<file path="config.mk">
export PLATFORM = sky130hd
export DESIGN_NAME = lmsc_queue
export DESIGN_NICKNAME = d
export VERILOG_FILES = /design/src/hdl/lmsc_pkg.sv /design/src/hdl/lmsc_queue.sv
export SDC_FILE = /design/constraint.sdc
export NUM_CORES = 1
export LEC_CHECK = 0
export BUFFER_PORTS_ARGS = -buffer_cell sky130_fd_sc_hd__buf_2
export CAP_MARGIN = 0
export CORE_MARGIN = 2
export CORE_UTILIZATION = 52
export CTS_CLUSTER_SIZE = 24
export DETAILED_ROUTE_END_ITERATION = 10
export PLACE_DENSITY_LB_ADDON = 0.12
export SLEW_MARGIN = 20
export SYNTH_ARGS = -nofsm -noshare
export SYNTH_HDL_FRONTEND = slang
export SYNTH_SLANG_ARGS = --single-unit
</file>
<file path="constraint.sdc">
create_clock -name aclk -period 3.5 [get_ports aclk]
set_input_delay 0.7 -clock aclk [delete_from_list [all_inputs] [get_ports aclk]]
set_output_delay 0.7 -clock aclk [all_outputs]
set_load 0.01 [all_outputs]
</file>
<file path="src/hdl/lmsc_pkg.sv">
// shared types, codes and constants of the led matrix scan controller
package lmsc_pkg;

    localparam int DEF_MAX_WIDTH = 256;
    localparam int DEF_MAX_ROWS  = 32;

    localparam int S_DATA_W   = 24;
    localparam int M_DATA_W   = 24;
    localparam int CFG_ADDR_W = 2;
    localparam int CFG_DATA_W = 4;
    localparam int OP_ADDR_W  = 10;

    localparam logic [1:0] CMD_POINT = 2'd0;
    localparam logic [1:0] CMD_SCAN  = 2'd1;
    localparam logic [1:0] CMD_CLEAR = 2'd2;

    localparam logic [CFG_ADDR_W-1:0] REG_WIDTH_BLOCKS = 2'd0;
    localparam logic [CFG_ADDR_W-1:0] REG_ROWS_32      = 2'd1;
    localparam logic [CFG_ADDR_W-1:0] REG_INVERT       = 2'd2;
    localparam logic [CFG_ADDR_W-1:0] REG_DISPLAY_ON   = 2'd3;

    typedef enum logic [1:0] {
        OP_POINT,
        OP_SCAN,
        OP_CLEAR
    } op_kind_t;

    typedef struct packed {
        logic [3:0] width_blocks;
        logic       rows_32;
        logic       invert;
        logic       display_on;
    } cfg_t;

    localparam cfg_t CFG_RESET = '{
        width_blocks: 4'd2,
        rows_32:      1'b0,
        invert:       1'b1,
        display_on:   1'b1
    };

    typedef struct packed {
        op_kind_t               kind;
        logic [OP_ADDR_W-1:0]   addr;
        logic [7:0]             bit_mask;
        logic                   pixel;
        logic [4:0]             row;
        logic [5:0]             per_row;
        logic                   invert;
    } op_t;

endpackage

</file>
<file path="src/hdl/lmsc_queue.sv">
// two entry operation queue between decode and execution
module lmsc_queue (
    input  logic          aclk,
    input  logic          aresetn,
    input  logic          push,
    input  lmsc_pkg::op_t push_op,
    output logic          full,
    input  logic          pop,
    output logic          valid,
    output lmsc_pkg::op_t pop_op
);
    import lmsc_pkg::*;

    op_t        entry_reg [2];
    logic       wr_ptr_reg;
    logic       rd_ptr_reg;
    logic [1:0] count_reg;

    assign full   = (count_reg == 2'd2);
    assign valid  = (count_reg != 2'd0);
    assign pop_op = entry_reg[rd_ptr_reg];

    always_ff @(posedge aclk) begin
        if (push) begin
            entry_reg[wr_ptr_reg] <= push_op;
        end
    end

    always_ff @(posedge aclk) begin
        if (!aresetn) begin
            wr_ptr_reg <= 1'b0;
            rd_ptr_reg <= 1'b0;
            count_reg  <= 2'd0;
        end else begin
            if (push) begin
                wr_ptr_reg <= !wr_ptr_reg;
            end
            if (pop) begin
                rd_ptr_reg <= !rd_ptr_reg;
            end
            count_reg <= count_reg + 2'(push) - 2'(pop);
        end
    end

endmodule

</file>
-- Word-level counts from Yosys, hierarchy flattened
Memories as Yosys holds them, arrays and structs flattened. A register that Yosys moved wholly into a read port is not among the register bits.
Index checks and enable logic that the tools add are counted.
- add/subtract/negate cells: 2
- eq/ne operators: 1
- multiplexer cells: 4
- reductions and logical operators: 3
- operators by type and width (kind ; number):
    1-bit 2-to-1 mux ; 4
    2-bit by 1-bit adder with 2-bit output ; 1
    2-bit equality test (second input constant) ; 1
    1-bit logical NOT ; 2
    2-bit nonzero test ; 1
    2-bit by 1-bit subtractor with 2-bit output ; 1
- register bits: 4
- memory bits (writable): 66
- input bits: 37
- output and inout port bits: 35
- logic and storage cells: 14
- memories: 1
- memories (memory ; words ; bits a word ; read ports ; clocked after memory_dff ; wr ports ; line ; source):
    entry_reg ; 2 ; 33 ; 1 ; 1 ; 1 ; lmsc_queue.sv:14 ; op_t entry_reg [2];

-- Depth between registers and ports, before layout
- word-level depth: 3
- depth in mapped cells: 6
- depth with buffers taken out: 6

-- Worst setup path after synthesis
OpenSTA, ideal clock, no wires.
- path type: input to register
- from: input port push
- to: memory entry_reg[0][0] (netlist bit) (enable)
- setup time: 0.428 ns
- arrival: 2.221 ns
- data required time: 3.072 ns
- setup slack: 0.850 ns
- cell stages on the path: 1
- buffers on the path: 0
- cells stage by stage: nor2b_1
- longest elaborated chain between the ends: 2
- ends and longest elaborated chain (item ; line ; source):
    start, declared ; lmsc_queue.sv:5 ; input logic push,
    1-bit 2-to-1 mux ; lmsc_queue.sv:24 ; if (push) begin
    1-bit 2-to-1 mux (implied by the code) ; lmsc_queue.sv:25 ; entry_reg[wr_ptr_reg] <= push_op;
    end, declared ; lmsc_queue.sv:14 ;
No other way between the ends.

==> run metrics <==
status=complete, no violations; Max stage delay on crit path=630 ps; Die Width=76.9 um; final hold violations=0; post-DP HPWL=2840 um; kind of critical path=reg2out; Area Overhead vs Synth=19.6%; Avg Cell Area, Syn=22.3 um^2; I/O pin count=72; CTS Buf Count=9; most frequent cell after synthesis=edfxtp_1; Yosys warning count=0; post-synth top area share=71.7%; Synth top cells by count=66 x edfxtp_1, 30 x mux2_4, 5 x dfxtp_1; Worst path slowest cell=dfxtp_2; syn nets=163; Cell Pwr Density=525 nW/um^2; f_max=397 MHz; skew final=5.99 ps; I/O Buffers=71; Post-DRT Antenna Nets=0; period utilisation layout=72.0%; worst-margin pin slew=971 ps; Final TNS setup=0 ps; drt drc=0; row count=26; initial antenna violation count=0; Die Span Y=76.9 um; Root Driver=clkbuf_8; Ant. Diodes=0; RSZ-0062 raised after global routing=no; ordered list of cells on the worst path=buf_4 > mux2_4 > buf_2; crit end category=output port; nets=243; # setup viols final=0; drt pass-1 iters=2; Resize count post-CTS=0; Yosys cell types=14; Worst-Skew Late Latency=320 ps; Post-synth top flop=edfxtp_1; CP arrival=1820 ps; Clock Sinks=71; effective utilization at floorplan=54.1%; Area after DPL=3160 um^2; Worst slew margin=35.1%; pin count of the biggest net entering global routing=35; Slew Limit Fails=0; first-pass GRT wire length=6670 um; max-cap viol count=0; Cell Area, Synth=2770 um^2; WL/cell=15.2 um; Routed WL=4220 um; leading area contributor after synthesis=edfxtp_1; final worst path period need=2520 ps; Mapped Cells=124; vias in the first global route=1429; All-Layer GR Usage=15.2%; leakage=1.34 nW; top cells by area, synth=edfxtp_1 72%, mux2_4 16%, dfxtp_1 3.6%; TritonCTS clock tree=yes; max FFs per register=66; Clock Path Buffers=2; core area=5110 um^2; ys async rst share=0%; HP Class=in2reg; Vias=1336; design area=3310 um^2; sequential share of the synthesized area=75.3%; H-tree levels=3; share of cells above drive strength 1=57.2%; Startpoint Class=flip-flop; post-CTS setup buffer count=0; area of the die=5920 um^2; clock-pin slew on the worst setup and hold paths=70 ps; EDFF count, synth=66; CTS hold repair buffers=0; Peak VDD IR=357 uV; grt total ovfl=0; Worst EP required=2800 ps; register bit total from synthesis=71; RD Place Congestion=0.691; CP max FO=16; Fillers=393; 1st-iter DRT viols=51; drt via density=4.81
metal layers:
metal / vias to the layer above / global-route usage (%) / wire (um)
met3: 6 / 4.59 / 257
met4: 0 / 9.27 / 54
met2: 42 / 25.7 / 2230
met5: - / 0 / 0
met1: 651 / 16.9 / 1680
li1: 637 / - / -
stage by stage:
| step | instances | total power, W | hold slack, ps | setup slack (ps) | util [%] |
|---|---|---|---|---|---|
| 2_1_floorplan | 124 | 0.00118 | 555 | 850 | - |
| 3_3_place_gp | 263 | 0.00124 | 567 | 1350 | 61.9 |
| 3_5_place_dp | 263 | 0.00125 | 613 | 1310 | 61.9 |
| 4_1_cts | 278 | 0.00175 | 545 | 954 | 64.8 |
| 5_1_grt | 278 | 0.00181 | 541 | 902 | 64.8 |
| 6_report | 278 | 0.00174 | 557 | 980 | 64.8 |
cell families after synthesis:
logic type	Yosys count	share of synthesized area [%]
adders and majority gates	2	0.905
and+or+nand+nor	9	2.04
xor gates and xnor gates	2	1.13
DFF	71	75.3
buffers and inverters	6	2.85
AOI/OAI and AO/OA	1	0.272
muxes	33	17.5
power by group:
group | internal [W] | total [W] | switching, W
clock | 0.000247 | 0.000504 | 0.000257
combinational | 0.000128 | 0.000226 | 0.0000979
sequential | 0.000981 | 0.00101 | 0.0000246
final timing paths:
check,startpoint,end,slack [ps],depth (start not counted)
worst max-delay path,flip-flop,pop_op[2],980,3
worst min-delay path,push_op[26],entry_reg[0][26],560,1
worst max register to register,wr_ptr_reg,entry_reg[0][27],2010,1
worst min register to register,rd_ptr_reg,flip-flop,630,2
placed cells by master, fill, tap and decap left out, drive strengths merged:
cell / instances
xor2: 1
nor2b: 4
inv: 2
buf: 73
mux2: 33
o21a: 1
xnor3: 1
and2: 4
clkinv: 3
edfxtp: 66
clkbuf: 12
ha: 2
or2: 1
dfxtp: 5
area by class of cell:
type	count	area [um^2]	share of cell area (%)
multi-input cells	47	613	18.5
clock buffers	12	135	4.08
flip-flops and latches	71	2080	63.0
clock inverters	3	11.3	0.340
repair buffers	73	370	11.2
well taps	70	87.6	2.65
inverters	2	7.51	0.227
critical path: cells and delay by family (launching register included):
family	cells	cell delay (ps)
buffers and inverters	2	520
DFF	1	630
muxes	1	340
Power figures use the tool's default switching activity.
