==> src/hdl/lmsc_pkg.sv <==
// shared types, codes and constants of the led matrix scan controller
package lmsc_pkg;

    localparam int DEF_MAX_WIDTH = 256;
    localparam int DEF_MAX_ROWS  = 32;

    localparam int S_DATA_W   = 24;
    localparam int M_DATA_W   = 24;
    localparam int CFG_ADDR_W = 2;
    localparam int CFG_DATA_W = 4;
    localparam int OP_ADDR_W  = 10;

    localparam logic [1:0] CMD_POINT = 2'd0;
    localparam logic [1:0] CMD_SCAN  = 2'd1;
    localparam logic [1:0] CMD_CLEAR = 2'd2;

    localparam logic [CFG_ADDR_W-1:0] REG_WIDTH_BLOCKS = 2'd0;
    localparam logic [CFG_ADDR_W-1:0] REG_ROWS_32      = 2'd1;
    localparam logic [CFG_ADDR_W-1:0] REG_INVERT       = 2'd2;
    localparam logic [CFG_ADDR_W-1:0] REG_DISPLAY_ON   = 2'd3;

    typedef enum logic [1:0] {
        OP_POINT,
        OP_SCAN,
        OP_CLEAR
    } op_kind_t;

    typedef struct packed {
        logic [3:0] width_blocks;
        logic       rows_32;
        logic       invert;
        logic       display_on;
    } cfg_t;

    localparam cfg_t CFG_RESET = '{
        width_blocks: 4'd2,
        rows_32:      1'b0,
        invert:       1'b1,
        display_on:   1'b1
    };

    typedef struct packed {
        op_kind_t               kind;
        logic [OP_ADDR_W-1:0]   addr;
        logic [7:0]             bit_mask;
        logic                   pixel;
        logic [4:0]             row;
        logic [5:0]             per_row;
        logic                   invert;
    } op_t;

endpackage

==> src/hdl/lmsc_front.sv <==
// command decode: coordinate wrap, address compute and scan row counter
module lmsc_front #(
    parameter int MAX_WIDTH = lmsc_pkg::DEF_MAX_WIDTH,
    parameter int MAX_ROWS  = lmsc_pkg::DEF_MAX_ROWS
) (
    input  logic                          aclk,
    input  logic                          aresetn,
    input  logic                          s_tvalid,
    output logic                          s_tready,
    input  logic [lmsc_pkg::S_DATA_W-1:0] s_tdata,
    input  lmsc_pkg::cfg_t                cfg,
    input  logic                          init_busy,
    input  logic                          q_full,
    output logic                          q_push,
    output lmsc_pkg::op_t                 q_op
);
    import lmsc_pkg::*;

    localparam int MAX_BLOCKS = MAX_WIDTH / 32;
    localparam bit ROWS32_OK  = (MAX_ROWS >= 32);

    logic [1:0]  cmd;
    logic [8:0]  x;
    logic [5:0]  y;
    logic        pixel;
    logic [3:0]  blocks;
    logic [8:0]  width;
    logic [5:0]  height;
    logic [5:0]  per_row;
    logic        rows_eff;
    logic [4:0]  row_mask;
    logic [8:0]  x_w;
    logic [5:0]  y_w;
    logic        in_panel;
    logic [10:0] point_addr;
    logic [10:0] scan_base;
    logic        accept;
    logic [4:0]  scan_row_reg;
    logic [4:0]  scan_row_next;

    assign cmd   = s_tdata[1:0];
    assign x     = s_tdata[10:2];
    assign y     = s_tdata[16:11];
    assign pixel = s_tdata[17];

    assign s_tready = !q_full && !init_busy;
    assign accept   = s_tvalid && s_tready;

    always_comb begin
        blocks = cfg.width_blocks;
        if (blocks == 4'd0) begin
            blocks = 4'd1;
        end
        if (blocks > 4'(MAX_BLOCKS)) begin
            blocks = 4'(MAX_BLOCKS);
        end
        width    = {blocks, 5'b00000};
        per_row  = {blocks, 2'b00};
        rows_eff = cfg.rows_32 && ROWS32_OK;
        height   = rows_eff ? 6'd32 : 6'd16;
        row_mask = rows_eff ? 5'd31 : 5'd15;

        x_w      = (x >= width) ? x - width : x;
        y_w      = (y >= height) ? y - height : y;
        in_panel = (x_w < width) && (y_w < height);

        point_addr = 11'(x_w[8:3]) + (11'(y_w[4:0]) * 11'(per_row));
        scan_base  = 11'(scan_row_reg) * 11'(per_row);

        q_op.kind     = OP_POINT;
        q_op.addr     = point_addr[OP_ADDR_W-1:0];
        q_op.bit_mask = 8'h80 >> x_w[2:0];
        q_op.pixel    = pixel;
        q_op.row      = scan_row_reg;
        q_op.per_row  = per_row;
        q_op.invert   = cfg.invert;
        q_push        = 1'b0;
        scan_row_next = scan_row_reg;

        unique case (cmd)
            CMD_POINT: begin
                q_push = accept && in_panel;
            end
            CMD_SCAN: begin
                q_op.kind = OP_SCAN;
                q_op.addr = scan_base[OP_ADDR_W-1:0];
                if (cfg.display_on) begin
                    q_push = accept;
                    if (accept) begin
                        scan_row_next = (scan_row_reg + 5'd1) & row_mask;
                    end
                end
            end
            CMD_CLEAR: begin
                q_op.kind = OP_CLEAR;
                q_push    = accept;
            end
            default: begin
                q_push = 1'b0;
            end
        endcase
    end

    always_ff @(posedge aclk) begin
        if (!aresetn) begin
            scan_row_reg <= '0;
        end else begin
            scan_row_reg <= scan_row_next;
        end
    end

endmodule

==> config.mk <==
export PLATFORM = sky130hd
export DESIGN_NAME = lmsc_front
export DESIGN_NICKNAME = d
export VERILOG_FILES = /design/src/hdl/lmsc_pkg.sv /design/src/hdl/lmsc_front.sv
export SDC_FILE = /design/constraint.sdc
export NUM_CORES = 1
export LEC_CHECK = 0
export ABC_AREA = 0
export BUFFER_PORTS_ARGS = -buffer_cell sky130_fd_sc_hd__buf_4
export CAP_MARGIN = 25
export CORE_ASPECT_RATIO = 1.75
export CORE_UTILIZATION = 56
export CTS_CLUSTER_DIAMETER = 120
export DETAILED_ROUTE_END_ITERATION = 8
export HOLD_SLACK_MARGIN = 0.02
export PLACE_DENSITY = 0.95
export SYNTH_ARGS = -nofsm -noshare
export SYNTH_HDL_FRONTEND = slang
export SYNTH_SLANG_ARGS = --single-unit
==> constraint.sdc <==
create_clock -name aclk -period 8.9 [get_ports aclk]
set_input_delay 0.89 -clock aclk [delete_from_list [all_inputs] [get_ports aclk]]
set_output_delay 0.89 -clock aclk [all_outputs]
set_load 0.02 [all_outputs]
Word level (Yosys, flattened, before mapping)
Cells that the tools add are included.
Storage, ports and cells
  bits in registers: 5
  memory bits (writable): 0
  latch bits: 0
  output and inout bits: 35
  input bits: 36
  ROM bits: 0
  memories kept: 0
Operators by class
  add/sub/neg operators: 4
  multiply operators: 2
  bitwise gates (word level): 1
  reduce and logical (&&, ||, !) cells: 9
  div/mod/pow operators: 0
  magnitude comparators: 5
  mux-type cells: 10
  shifts and indexed selects: 1
  eq/ne operators: 2
Operators by type and width (number)
  $mul A5 B4 Y8: 2
  $mux W6: 2
  $add A6 B10 Y10: 1
  $mux W10: 1
  $ge A9 B9 Y1: 1
  $lt A9 B9 Y1: 1
  $mux W9: 1
  $sub A9 B9 Y9: 1
  $mux W4: 2
  $shr A8 B3 Y8 const A: 1
  $ge A6 B6 Y1: 1
  $lt A6 B6 Y1: 1
  $sub A6 B6 Y6: 1
  $add A5 B1 Y5 const B: 1
  $and A5 B5 Y5: 1
  $mux W5: 1
  $gt A4 B4 Y1 const B: 1
  $logic_and A1 B1 Y1: 4
  $logic_not A4 Y1: 1
  $pmux W2 S2: 1
  $pmux W1 S3: 1
  $reduce_and A3 Y1: 1
  $eq A2 B1 Y1 const B: 1
  $eq A2 B2 Y1 const B: 1
  other kinds (3): 4

Longest topological paths before layout
Gate-level depths: netlist of the first run.
  depth in word-level cells: 10
  gate-level depth with buffers: 19

Worst setup path after synthesis of the first run
OpenSTA, ideal clock, no wires.
  path kind: input to output
  from: input cfg[6] in the netlist's numbering
  to: output q_op[30] in the netlist's numbering
  stages on the path: 14
  data required time: 8.010 ns
  path slack: 3.453 ns
  buffers on the path: 2
  data arrival time: 4.557 ns
  cells stage by stage: clkbuf_1 > nor2b_1 > clkbuf_1 > nand2_1 > fa_1 > inv_1 > fa_1 > fa_1 > ha_1 > nand2_1 > o21ai_0 > nand4_1 > a21o_1 > a31oi_1
RTL lines
  from (decl): RTL line lmsc_front.sv:11  | input lmsc_pkg::cfg_t cfg,
  to (decl): RTL line lmsc_front.sv:15  | output lmsc_pkg::op_t q_op

==> run summary, run 1 <==
RSZ-0062 raised after global routing: false
IO Pins: 71
Power per cell area: 89.9 mW/mm2
Vias per Instance: 5.57
CP Max Fanout: 17
Reg2reg end: scan_row_reg[4]
Core area: 0.00340 mm2
Seq cells post-synth: 5
Fin Setup TNS: 0 ns
Setup CP Type: in2out
GRT Overall Usage: 25.6%
Area grow syn2layout: 23.4%
Num Clock Sinks: 5
Worst-case clock buffer depth: 2
Period utilization: 65.8%
Fraction of layout cells with a size suffix above 1: 22.6%
PortBufs: 58
Ant. Diodes: 0
Peak Freq: 0.171 GHz
Max-Cap Viols: 0
Worst reg2reg path startpoint: scan_row_reg[0]
Hold Vio Cnt, Final: 0
Number of global-route vias before repair: 1888
CTS Buf Count: 3
Post-CTS Setup Inserts: 0
CP arrival: 4.96 ns
Leading register cell type out of synthesis: dfxtp_1
Leak Pwr: 1.40 nW
Endpoints failing setup: 0
CTS Hold Buffers Added: 0
Die area: 0.00387 mm2
Routed wire length: 4740 um
GR Overflow Total: 0
Clock skew: 0.000305 ns
Worst Reg-to-Reg Cells: 6
Flop-to-flop setup slack: 7.59 ns
Worst-margin pin slew: 1.01 ns
Routed WL per cell: 13.4 um
Number of enable flip-flop cells after synthesis: 0
Starting density of the core: 59.5%
Worst-Skew Late Latency: 0.22 ns
Hold crit path type: reg2reg
CP Launch Type: primary input
Vias: 1979
ANT nets after route: 0
Largest net degree at the start of global routing: 18
Warnings, synthesis: 0
Clock-pin slew on the worst setup and hold paths: 0.03 ns
Critical Path Sink: q_op[30]
# fillers: 275
Placer congestion estimate: 0.887
Die X: 47.4 um
Post-layout min period: 5.85 ns
Asr flop ratio synth: 0%
Util after Layout: 73.5%
Post-Syn Area: 0.00202 mm2
Max reg flops: 5
Max-slew headroom: 32.6%
Netlist cell types: 43
DRT Pass-1 Iters: 4
Global-route wire length before repair: 7440 um
CTS H-tree depth: 1
TritonCTS clock tree: done
Drt drc: 0
CTS Root Cell: clkbuf_8
Dpl cell area: 0.00245 mm2
Count of pins over their slew limit: 0
Initial antenna violation count: 0
Worst EP required: 8.01 ns
Worst Hold Depth: 2
Crit path from: cfg[6]
Post-Synthesis Cells: 260
Dpl hpwl: 4010 um
Status: complete, no violations
Post_cts resized: 0
Starting DRT DRC Count: 32
Post-route cell area: 0.00250 mm2
Crit end category: primary output
Die height: 81.5 um
Peak VDD IR: 0.194 mV
Syn avg cell area: 7.78 um2
Row count: 28
Nets: 397
Sequential element share of the synthesized area: 4.95%
cell usage after synthesis (all sizes together) (3+ instances only):
| master | instances | share of area (%) |
|---|---|---|
| ha | 36 | 22 |
| nand2 | 30 | 5.6 |
| and3 | 3 | 0.93 |
| clkbuf | 7 | 1.3 |
| nor2 | 11 | 2.0 |
| nand3 | 4 | 0.99 |
| and2 | 26 | 8.3 |
| nand4 | 3 | 0.93 |
| fa | 14 | 14 |
| nor3b | 3 | 1.1 |
| dfxtp | 5 | 4.9 |
| xor2 | 10 | 4.3 |
| a21oi | 14 | 3.6 |
| xnor2 | 9 | 3.9 |
| inv | 26 | 4.8 |
| nor2b | 9 | 2.8 |
| nor3 | 3 | 0.99 |
| o21ai | 8 | 2.0 |
| buf | 6 | 2.0 |
| and3b | 3 | 1.3 |
| a21o | 8 | 3.0 |
cell families after synthesis:
logic type      Yosys count  synth area share [%]
fa+ha+maj                50                  36.1
mux                       3                  1.55
compound gates           42                  13.5
xor+xnor                 19                  8.23
simple gates            101                  27.4
flops                     5                  4.95
buf+inv                  39                  8.10
other cells               1                 0.185
layer usage:
layer,track usage [%],vias to the layer above,wire length [um]
li1,-,970,-
met1,25.3,932,1660
met2,51.5,67,2720
met3,0.659,10,248
met4,9.14,0,113
met5,0,-,0
worst max-delay path: stages:
cell	delay, ns
buf_4	0.18
nor2b_1	0.79
nand2_1	0.17
fa_1	0.52
inv_1	0.06
fa_1	0.53
fa_1	0.49
ha_1	0.35
nand2_1	0.06
o21ai_0	0.23
nand4_1	0.15
a21o_1	0.18
a31oi_1	0.18
buf_4	0.17
per-stage QoR:
stage                     worst slack [ns]  cells  hold slack (ns)  power, mW
after floorplan                       3.45    261            0.653      0.128
after global routing                  2.79    355            0.645      0.244
after CTS                             3.09    355            0.615      0.225
after global placement                3.11    351            0.620      0.179
after detailed placement              3.12    351            0.609      0.183
final                                 3.05    355            0.623      0.224
worst min-delay path by stage:
| stage | to | startpoint |
|---|---|---|
| after floorplan | scan_row_reg[1] | scan_row_reg[1] |
| after global placement | scan_row_reg[1] | scan_row_reg[1] |
| after detailed placement | scan_row_reg[1] | scan_row_reg[1] |
| after CTS | scan_row_reg[1] | scan_row_reg[1] |
| after global routing | scan_row_reg[1] | scan_row_reg[1] |
| final | scan_row_reg[1] | scan_row_reg[1] |
cell usage in the layout, fill, tap and decap left out, types with 4 or more instances in the layout:
cell type  Yosys  routed
buf_4          4      58
ha_1          36      36
nand2_1       30      30
inv_1         26      26
and2_1        22      22
fa_1          14      14
a21oi_1       13      13
nor2_1        11      11
xor2_1        10      10
nor2b_1        9       9
xnor2_1        9       9
o21ai_0        8       8
a21o_1         8       8
dfxtp_1        5       5
and2_2         4       4
nand3_1        4       4
report_power, final:
group / total (mW) / switching [mW] / internal, mW
Clock: 0.0407 / 0.0100 / 0.0306
Combinational: 0.161 / 0.0912 / 0.0698
Sequential: 0.0228 / 0.000148 / 0.0226
Total: 0.224 / 0.101 / 0.123
final cells by class:
cell class | instances | area [um2] | area share (%)
Multi-Input combinational cell | 217 | 1760 | 70.6
Timing Repair Buffer | 58 | 435 | 17.4
Sequential cell | 5 | 100 | 4.01
Inverter | 26 | 97.6 | 3.91
Tap cell | 45 | 56.3 | 2.25
Clock buffer | 4 | 45.0 | 1.80
(Power assumes the default switching activity.)
==> run 2: changes to the inputs <==
CORE_UTILIZATION = 52   (was 56)
PLACE_DENSITY = 0.9   (was 0.95)
clock period = 6 ns   (was 8.9 ns; I/O delays follow)
==> run 2 against run 1 <==
First-iteration DRC count is 22% higher; sequential cell count unchanged; clock skew about the same; sequential share of layout area barely moved.
==> run summary, run 2 (synthesis gave the netlist of run 1 again) <==
Hold Vio Cnt, Final: 0
Largest net degree at the start of global routing: 18
Crit-path cells: buf_4 -> nor2_1 -> nor2_1 -> nor2_1 -> ha_1 -> fa_1 -> nor2b_1 -> o21ai_0 -> nand3b_2 -> a21oi_1 -> inv_1 -> fa_1 -> nor2b_1 -> o21ai_0 -> nand2b_1 -> nand3_1 -> xor2_1 -> o21ai_0 -> buf_4
Worst-Skew Late Latency: 0.22 ns
Nets: 399
Clock skew: 0.000439 ns
Final std cells w/o fill: 358
Max incr delay on CP: 0.60 ns
TritonCTS clock tree: done
PortBufs: 58
ANT nets after route: 0
Max reg flops: 5
Peak VDD IR: 0.143 mV
Leak Pwr: 1.41 nW
GR Overflow Total: 0
Routed wire length: 5230 um
Num Clock Sinks: 5
Post-CTS Setup Inserts: 0
Setup CP Type: in2out
Most common cell after layout, fill and taps aside: buf_4
Count of pins over their slew limit: 0
Slowest CP cell: nor2_1
Die area: 0.00415 mm2
Peak Freq: 0.200 GHz
Worst reg2reg path startpoint: scan_row_reg[1]
CTS Root Cell: clkbuf_8
Vias: 2012
Critical path depth in cells: 19
Worst EP required: 5.40 ns
CTS Hold Buffers Added: 0
Status: complete, no violations
IO Pins: 71
Placer congestion estimate: 0.886
Period utilization: 83.5%
Critical Path Sink: q_op[29]
Cell count after placement: 354
Routed WL per cell: 14.6 um
Starting density of the core: 55.2%
DRT Pass-1 Iters: 4
Max-slew headroom: 47.2%
CP Launch Type: primary input
Crit path max-delay family: simple AND/OR/NAND/NOR gates
Flop-to-flop setup slack: 4.67 ns
Most frequent cells in the layout: buf_4, ha_1, nand2_1
Worst-margin pin slew: 0.789 ns
Max-Cap Viols: 0
Clock-pin slew on the worst setup and hold paths: 0.03 ns
Vias per Instance: 5.62
Worst Hold Depth: 2
Core area: 0.00366 mm2
GRT Overall Usage: 26.0%
CP Max Fanout: 12
Drt drc: 0
Dpl hpwl: 4330 um
Global-route wire length before repair: 8460 um
Ant. Diodes: 0
CTS H-tree depth: 1
Hold crit path type: in2reg
Fin Setup TNS: 0 ns
CP arrival: 4.41 ns
Initial antenna violation count: 0
Area grow syn2layout: 24.2%
Buffer and inverter count on the worst path: 3
Endpoints failing setup: 0
Die height: 84.5 um
RSZ-0062 raised after global routing: false
Number of global-route vias before repair: 2043
Starting DRT DRC Count: 39
Die X: 49.2 um
Worst Reg-to-Reg Cells: 6
Crit end category: primary output
Power per cell area: 134 mW/mm2
Worst-case clock buffer depth: 2
Reg2reg end: scan_row_reg[4]
CTS Buf Count: 3
Post-layout min period: 5.01 ns
Row count: 29
Crit path from: cfg[5]
Post_cts resized: 0
Fraction of layout cells with a size suffix above 1: 23.1%
[run 2: worst register-to-register path: stages, from the launching register on]
cell and delay (ns):
dfxtp_1 0.47, ha_1 0.23, nand3_1 0.11, nand2_1 0.09
nand2_1 0.05, a22oi_1 0.20, nor2b_1 0.06
[run 2: report_power, final]
group	leakage (nW)	switching, mW	internal (mW)
Clock	0.0228	0.0171	0.0457
Sequential	0.0403	0.000199	0.0335
Combinational	1.35	0.136	0.104
[run 2: layer usage]
| metal | wire, um | global-route usage (%) |
|---|---|---|
| met5 | 0 | 0 |
| met4 | 233 | 17.4 |
| met3 | 227 | 1.27 |
| met2 | 2900 | 52.2 |
| met1 | 1870 | 23.6 |
[run 2: stage by stage]
step                hold WS [ns]  total power, mW  instance area [um2]  worst slack [ns]  util (%)
finish                     0.607            0.337                 2510             0.990      68.6
floorplan                  0.653            0.190                 2030              1.13         -
CTS                        0.610            0.337                 2510              1.03      68.6
detailed placement         0.631            0.273                 2470              1.04      67.4
global route               0.621            0.361                 2510             0.593      68.6
global placement           0.622            0.267                 2470              1.14      67.4
[run 2: worst min-delay path by stage]
stage                          from  slack [ns]         endpoint
floorplan           scan_row_reg[1]        0.65  scan_row_reg[1]
global placement    scan_row_reg[1]        0.62  scan_row_reg[1]
detailed placement  scan_row_reg[1]        0.63  scan_row_reg[1]
CTS                         aresetn        0.61  scan_row_reg[0]
global route                aresetn        0.62  scan_row_reg[0]
finish                      aresetn        0.61  scan_row_reg[0]
[run 2: final cells by class]
class                      instances  area (um2)
timing repair buffer              60         450
clock buffer                       4        45.0
multi-input combinational        217        1760
inverter                          26        97.6
tap                               46        57.6
fill                             296        1150
sequential                         5         100
